### config.mk
export PLATFORM = sky130hd
export DESIGN_NAME = psw_ctrl
export DESIGN_NICKNAME = d
export VERILOG_FILES = /design/src/hdl/psw_pkg.sv /design/src/hdl/psw_ctrl.sv
export SDC_FILE = /design/constraint.sdc
export NUM_CORES = 1
export LEC_CHECK = 0
export BUFFER_PORTS_ARGS = -buffer_cell sky130_fd_sc_hd__buf_2
export CORE_MARGIN = 10
export CORE_UTILIZATION = 52
export CTS_CLUSTER_DIAMETER = 80
export DETAILED_ROUTE_END_ITERATION = 12
export PLACE_DENSITY = 0.75
export SLEW_MARGIN = 20
export SYNTH_ARGS = -nofsm -noshare
export SYNTH_HDL_FRONTEND = slang
export SYNTH_SLANG_ARGS = --single-unit
export TNS_END_PERCENT = 5
### constraint.sdc
create_clock -name clk_i -period 2 [get_ports clk_i]
set_input_delay 0.4 -clock clk_i [delete_from_list [all_inputs] [get_ports clk_i]]
set_output_delay 0.4 -clock clk_i [all_outputs]
set_load 0.01 [all_outputs]
### src/hdl/psw_pkg.sv
// Shared types and constants of the periodic slot wheel.
package psw_pkg;

  localparam int unsigned RES_W     = 6;
  localparam int unsigned UE_W      = 16;
  localparam int unsigned PER_W     = 12;
  localparam int unsigned SLOT_W    = 18;
  localparam int unsigned BKT_W     = 13;   // offset plus period, before the range check
  localparam int unsigned MOD_W     = 36;   // slot shifted against the wheel size
  localparam int unsigned STEP_W    = 5;
  localparam int unsigned MAX_RES   = 16;   // results per consume

  localparam logic [1:0] REQ_ADD     = 2'd0;
  localparam logic [1:0] REQ_REMOVE  = 2'd1;
  localparam logic [1:0] REQ_CONSUME = 2'd2;

  localparam logic [1:0] ST_OK      = 2'd0;
  localparam logic [1:0] ST_DUP     = 2'd1;
  localparam logic [1:0] ST_MISSING = 2'd2;
  localparam logic [1:0] ST_FULL    = 2'd3;

  typedef struct packed {
    logic [1:0]        req_type;
    logic [UE_W-1:0]   ue_id;
    logic [RES_W-1:0]  resource_id;
    logic [PER_W-1:0]  period_slots;
    logic [PER_W-1:0]  first_offset;
    logic [SLOT_W-1:0] slot_number;
  } req_t;

  typedef struct packed {
    logic [1:0]       status;
    logic             entry_valid;
    logic [UE_W-1:0]  out_ue_id;
    logic [RES_W-1:0] out_resource_id;
    logic             last;
  } rsp_t;

  typedef enum logic [3:0] {
    OP_NOP,
    OP_CLR,
    OP_LOAD,
    OP_MOD_STEP,
    OP_MOD_DONE,
    OP_CNT_RD,
    OP_CNT_LATCH,
    OP_ENT_RD,
    OP_LAST_RD,
    OP_ADD_WR,
    OP_MOVE_WR,
    OP_INC_I,
    OP_NEXT_B,
    OP_FLAG,
    OP_EMIT_STAT,
    OP_EMIT_ENT
  } dp_op_e;

  typedef struct packed {
    logic [1:0] req;
    logic       clr_done;
    logic       mod_done;
    logic       b_in;
    logic       i_eq_n;
    logic       n_full;
    logic       n_zero;
    logic       hit;
    logic       c_last;
    logic       out_free;
  } dp_stat_t;

  typedef enum logic [3:0] {
    S_CLEAR,
    S_IDLE,
    S_DISP,
    S_MOD,
    S_MODFIN,
    S_BKT,
    S_CNT,
    S_ENT,
    S_CMP,
    S_MOVE,
    S_NEXT,
    S_RESP,
    S_CSTART,
    S_CEM
  } state_e;

endpackage

### src/hdl/psw_ctrl.sv
// Sequencer of the periodic slot wheel.
module psw_ctrl import psw_pkg::*; (
  input  logic     clk_i,
  input  logic     rst_ni,
  input  logic     in_valid_i,
  output logic     in_stall_o,
  input  dp_stat_t stat_i,
  output dp_op_e   op_o
);

  state_e state_q, state_d;

  always_ff @(posedge clk_i or negedge rst_ni) begin
    if (!rst_ni) begin
      state_q <= S_CLEAR;
    end else begin
      state_q <= state_d;
    end
  end

  always_comb begin
    state_d    = state_q;
    op_o       = OP_NOP;
    in_stall_o = (state_q != S_IDLE);
    case (state_q)
      S_CLEAR: begin
        op_o = OP_CLR;
        if (stat_i.clr_done) state_d = S_IDLE;
      end
      S_IDLE: begin
        if (in_valid_i) begin
          op_o    = OP_LOAD;
          state_d = S_DISP;
        end
      end
      S_DISP: begin
        case (stat_i.req)
          REQ_ADD, REQ_REMOVE: state_d = S_BKT;
          REQ_CONSUME:         state_d = S_MOD;
          default:             state_d = S_IDLE;
        endcase
      end
      S_MOD: begin
        op_o = OP_MOD_STEP;
        if (stat_i.mod_done) state_d = S_MODFIN;
      end
      S_MODFIN: begin
        op_o    = OP_MOD_DONE;
        state_d = S_BKT;
      end
      S_BKT: begin
        if (stat_i.b_in) begin
          op_o    = OP_CNT_RD;
          state_d = S_CNT;
        end else begin
          state_d = S_RESP;
        end
      end
      S_CNT: begin
        op_o    = OP_CNT_LATCH;
        state_d = (stat_i.req == REQ_CONSUME) ? S_CSTART : S_ENT;
      end
      S_ENT: begin
        if (stat_i.i_eq_n) begin
          // not in bucket: add appends unless full, remove flags it missing
          op_o    = (stat_i.req == REQ_ADD && !stat_i.n_full) ? OP_ADD_WR : OP_FLAG;
          state_d = S_NEXT;
        end else begin
          op_o    = OP_ENT_RD;
          state_d = S_CMP;
        end
      end
      S_CMP: begin
        if (stat_i.hit) begin
          if (stat_i.req == REQ_ADD) begin
            op_o    = OP_FLAG;
            state_d = S_NEXT;
          end else begin
            op_o    = OP_LAST_RD;
            state_d = S_MOVE;
          end
        end else begin
          op_o    = OP_INC_I;
          state_d = S_ENT;
        end
      end
      S_MOVE: begin
        op_o    = OP_MOVE_WR;
        state_d = S_NEXT;
      end
      S_NEXT: begin
        op_o    = OP_NEXT_B;
        state_d = S_BKT;
      end
      S_RESP: begin
        if (stat_i.out_free) begin
          op_o    = OP_EMIT_STAT;
          state_d = S_IDLE;
        end
      end
      S_CSTART: begin
        if (stat_i.n_zero) begin
          if (stat_i.out_free) begin
            op_o    = OP_EMIT_STAT;
            state_d = S_IDLE;
          end
        end else begin
          op_o    = OP_ENT_RD;
          state_d = S_CEM;
        end
      end
      S_CEM: begin
        if (stat_i.out_free) begin
          op_o    = OP_EMIT_ENT;
          state_d = stat_i.c_last ? S_IDLE : S_CSTART;
        end
      end
      default: state_d = S_IDLE;
    endcase
  end

endmodule

Yosys cells after proc, flatten, opt, wreduce, memory -nomap -nowiden
Cells that the tools add are included.
{"block": "word_totals", "ff_bits": 4, "in_bits": 14, "out_inout_bits": 5}
{"block": "classes", "n_eq_ne": 20, "muxes": 24, "n_reduce_logical": 7}
{"operator": "case mux 4 bit (13 select lines)", "n": 2}
{"operator": "2-to-1 mux 4 bit", "n": 15}
{"operator": "equality test 4 bit (second input constant)", "n": 6}
{"operator": "equality test 4 x 3 -> 1 bit (second input constant)", "n": 4}
{"operator": "2-to-1 mux 3 bit", "n": 3}
{"operator": "equality test 4 x 2 -> 1 bit (second input constant)", "n": 2}
{"operator": "!= test 2 bit (second input constant)", "n": 4}
{"operator": "2-to-1 mux 2 bit", "n": 3}
{"operator": "case mux 3 bit (2 select lines)", "n": 1}
{"operator": "equality test 4 x 1 -> 1 bit (second input constant)", "n": 1}
{"operator": "logical NOT 4 bit", "n": 1}
{"operator": "!= test 4 x 1 -> 1 bit (second input constant)", "n": 1}
{"operator": "AND reduction 4 bit", "n": 1}
{"operator": "OR reduction 2 bit", "n": 2}
{"operator": "equality test 2 x 1 -> 1 bit (second input constant)", "n": 1}
{"operator": "equality test 2 bit (second input constant)", "n": 1}
{"operator": "logical NOT 2 bit", "n": 1}
{"operator": "logical AND 1 bit", "n": 1}
{"operator": "logical NOT 1 bit", "n": 1}

Longest topological paths before layout
{"block": "depth", "word_depth": 5, "mapped_depth": 6}

Worst setup path after synthesis
No wires, ideal clock.
{"block": "synth_path", "path_kind": "input port to output port", "start": "input stat_i[9] (netlist name)", "end": "output op_o[2]", "arrival_time_ps": 1322, "t_required_ps": 1600, "path_slack_ps": 278, "cell_stages": 4, "n_path_buf": 0, "path_cell_list": "or2_1 -> o32ai_2 -> a21oi_1 -> a311o_1"}
{"block": "synth_between", "elab_chain_len": 5}
{"item": "start, declared", "line_no": "psw_ctrl.sv:7", "source": "input dp_stat_t stat_i,"}
{"item": "logical NOT 2 bit *", "line_no": "psw_ctrl.sv:66, psw_ctrl.sv:75"}
{"item": "logical AND 1 bit", "line_no": "psw_ctrl.sv:66", "source": "op_o = (stat_i.req == REQ_ADD && !stat_i.n_full) ? OP_ADD_WR : OP_FLAG;"}
{"item": "2-to-1 mux 3 bit", "line_no": "psw_ctrl.sv:66"}
{"item": "2-to-1 mux 4 bit", "line_no": "psw_ctrl.sv:64", "source": "if (stat_i.i_eq_n) begin"}
{"item": "case mux 4 bit (13 select lines) *", "line_no": "psw_ctrl.sv:25", "source": "case (state_q)"}
{"item": "end, declared", "line_no": "psw_ctrl.sv:8", "source": "output dp_op_e op_o"}
Every way passes the cells marked *; elsewhere a longest branch is shown, timed or not.

Worst setup path in the final report
{"block": "layout_path", "start": "register state_q[1]", "end": "output op_o[2]"}
{"block": "layout_between", "elab_chain_len": 2}
{"item": "start, declared", "line_no": "psw_ctrl.sv:11", "source": "state_e state_q, state_d;"}
{"item": "start signal, assigned", "line_no": "psw_ctrl.sv:17", "source": "state_q <= state_d;"}
{"item": "equality test 4 bit, or another cell as far along", "line_no": "psw_ctrl.sv:25"}
{"item": "case mux 4 bit (13 select lines) *", "line_no": "psw_ctrl.sv:25"}
Marks and branches as above.

==> flow_summary.ini <==
[status]
outcome = finished, final reports clean

[synth]
synth_simple_gate_area_share_pct = 32.0
ys_ff_latch = 4
yosys-top-cells-area = dfrtp_1, nand2b_1, o21ai_0, a21oi_1, buf_2
synth_compound_area_share_pct = 46.1
ys_seq_area_share_pct = 13.1
synthXorXnorAreaFrac_pct = 0
synth_mux_area_share_pct = 0
ys_async_sr_fraction_pct = 100
syn_avg_cell_area_um2 = 7.00
yosysTopAreaCellShare_pct = 13.1
ys.flop_type = dfrtp_1
synth_fp_nets = 123
yosysTopAreaCell = dfrtp_1
syn_area_um2 = 763
synth-adder-area-share_pct = 0
synth_cell_types = 44
synth_edf_count = 0
ys_warn_count = 0
synth_top_family_by_area = compound AO/OA/AOI/OAI gates
syn_inst = 109

[worst_setup_path]
crit_path_max_fanout = 6
cp.arrival_ns = 1.53
reg2reg_to = state_q[1]
worstRegToRegCells = 5
worstSetupPathType = reg2out
end_kind = output port
critPathLaunchType = register
r2r-start = state_q[1]
crit_required_ns = 1.60
regToRegSetupSlack_ns = 0.43

[final_layout]
final_common_cell = buf_2
diodes = 0
regMostFlops = state_q
largest_reg_flops = 4
layout-drive-gt1-share_pct = 31.3
area_growth_pct = 26.9
layout_common_cells = buf_2, buf_4, nand2b_1
reg_top3 = state_q x4
multi_input_area_um2 = 611
fin_nets = 150
n_fill_cell = 122
register_area_um2 = 104

[clock_network]
clk-insertion-delay-late_ns = 0.23
cts.sinks = 4
clk_pin_slew_ns = 0.04
cts_tree = done
cts-root-buf = clkbuf_4
cts_buffers = 3
clock_path_buffers = 2
h-tree-depth = 1

[power]
power_mw = 1.56
p_leak_nw = 0.402
peakVddDrop_mv = 1.32
power_density_nw_per_um2 = 1610

[floorplan]
pin_count = 19
die_x_um = 58.3
fp.dieH_um = 58.3
std_cell_rows = 13
start_util_pct = 56.5
core_um2 = 1350
die_area_um2 = 3400

[placed_design]
port_buffers = 18
gp_congestion = 0.852
hpwl_um = 1770

[global_route]
grt_first_pass_wirelength_um = 3950
grt_use_total_pct = 13.6
grt_pass1_vias = 884
grt_overflow = 0
antenna_found_initial = 0
grt_max_degree = 23

[timing]
setup_viol = 0
finClkSkew_ns = 0.00137
fin_crit_sh_pct = 96.5
worstMarginPinSlew_ns = 0.313
fin_crit_ns = 1.93
rsz0062_at_grt = true
hold_viol = 0
drv_slew = 0
max_freq_mhz = 518
maxSlewHeadroom_pct = 78.9
final.setup.tns_ns = 0

[routing]
drc = 0
totalWireLength_um = 2450
drt-pass1-iter-count = 4
drt-vias-per-instance = 6.45
drt-initial-drc-count = 38
dr_total_vias = 961
ant_nets = 0
detail_route.wl_per_cell_um = 16.4

[min_path]
holdCritPathClass = in2async

[flow_run]
max-cap-violations = 0
-- per-layer routing --
metal / global-route usage, % / vias to the layer above / routed length, um
li1: - / 465 / -
met4: 3.36 / 0 / 8
met2: 23.2 / 58 / 1160
met1: 17.0 / 436 / 1060
met3: 2.36 / 2 / 213
met5: 0 / - / 0
-- kinds of logic (layout without fill, tap and decap cells) --
family	Yosys count	count (layout)
flip-flops	4	4
AND/OR/NAND/NOR	42	42
AO/OA/AOI/OAI	50	50
buffers and inverters	13	38
-- Yosys cell counts (all sizes together), types with 3 or more instances --
master / number
a21oi: 10
nor2b: 4
dfrtp: 4
o21ai: 12
nand2b: 12
inv: 3
nand3b: 3
nor2: 4
o31ai: 3
o2bb2ai: 3
nand2: 7
buf: 9
-- layout make-up --
class,count,area share (%)
timing repair buffer,32,20.8
multi-input combinational,92,63.0
sequential,4,10.7
tap,15,1.94
inverter,3,1.16
clock buffer,3,2.33
-- report_power, final --
| group | total (mW) | internal [mW] | leakage, nW | switching, mW |
|---|---|---|---|---|
| combinational | 1.25 | 0.576 | 0.344 | 0.674 |
| sequential | 0.214 | 0.132 | 0.0446 | 0.0818 |
| clock | 0.0970 | 0.0669 | 0.0138 | 0.0301 |
| total | 1.56 | 0.775 | 0.402 | 0.786 |
-- worst max-delay path by stage --
stage,startpoint,end
6_report,state_q[1],op_o[2]
3_3_place_gp,stat_i[9],op_o[2]
3_5_place_dp,stat_i[9],op_o[2]
5_1_grt,state_q[1],op_o[1]
2_1_floorplan,stat_i[9],op_o[2]
4_1_cts,state_q[1],op_o[1]
-- stage by stage --
step	utilization [%]	worst slack (ns)	instance area, um2	hold slack, ns	cells
4_1_cts	69.8	0.0164	942	0.516	147
3_3_place_gp	66.5	0.0538	898	0.204	143
6_report	71.7	0.0691	968	0.535	149
5_1_grt	71.7	-0.0106	968	0.552	149
3_5_place_dp	66.5	0.0312	898	0.205	143
2_1_floorplan	-	0.278	763	0.104	109
-- worst max-delay path, stage by stage, from the launching register on --
cell	delay (ns)
dfrtp_2	0.43
buf_6	0.13
nand2_1	0.05
o32ai_2	0.19
a21oi_1	0.09
a311o_1	0.27
buf_2	0.14
-- what timing repair did --
item	in CTS	in global routing
hold buffers	1	0
pin swaps	0	2
endpoints found under the hold margin	4	0
gates resized for setup	4	7
setup buffers	0	2
endpoints found under the setup margin	2	4
Note: power is estimated with default switching activity, not from simulation.
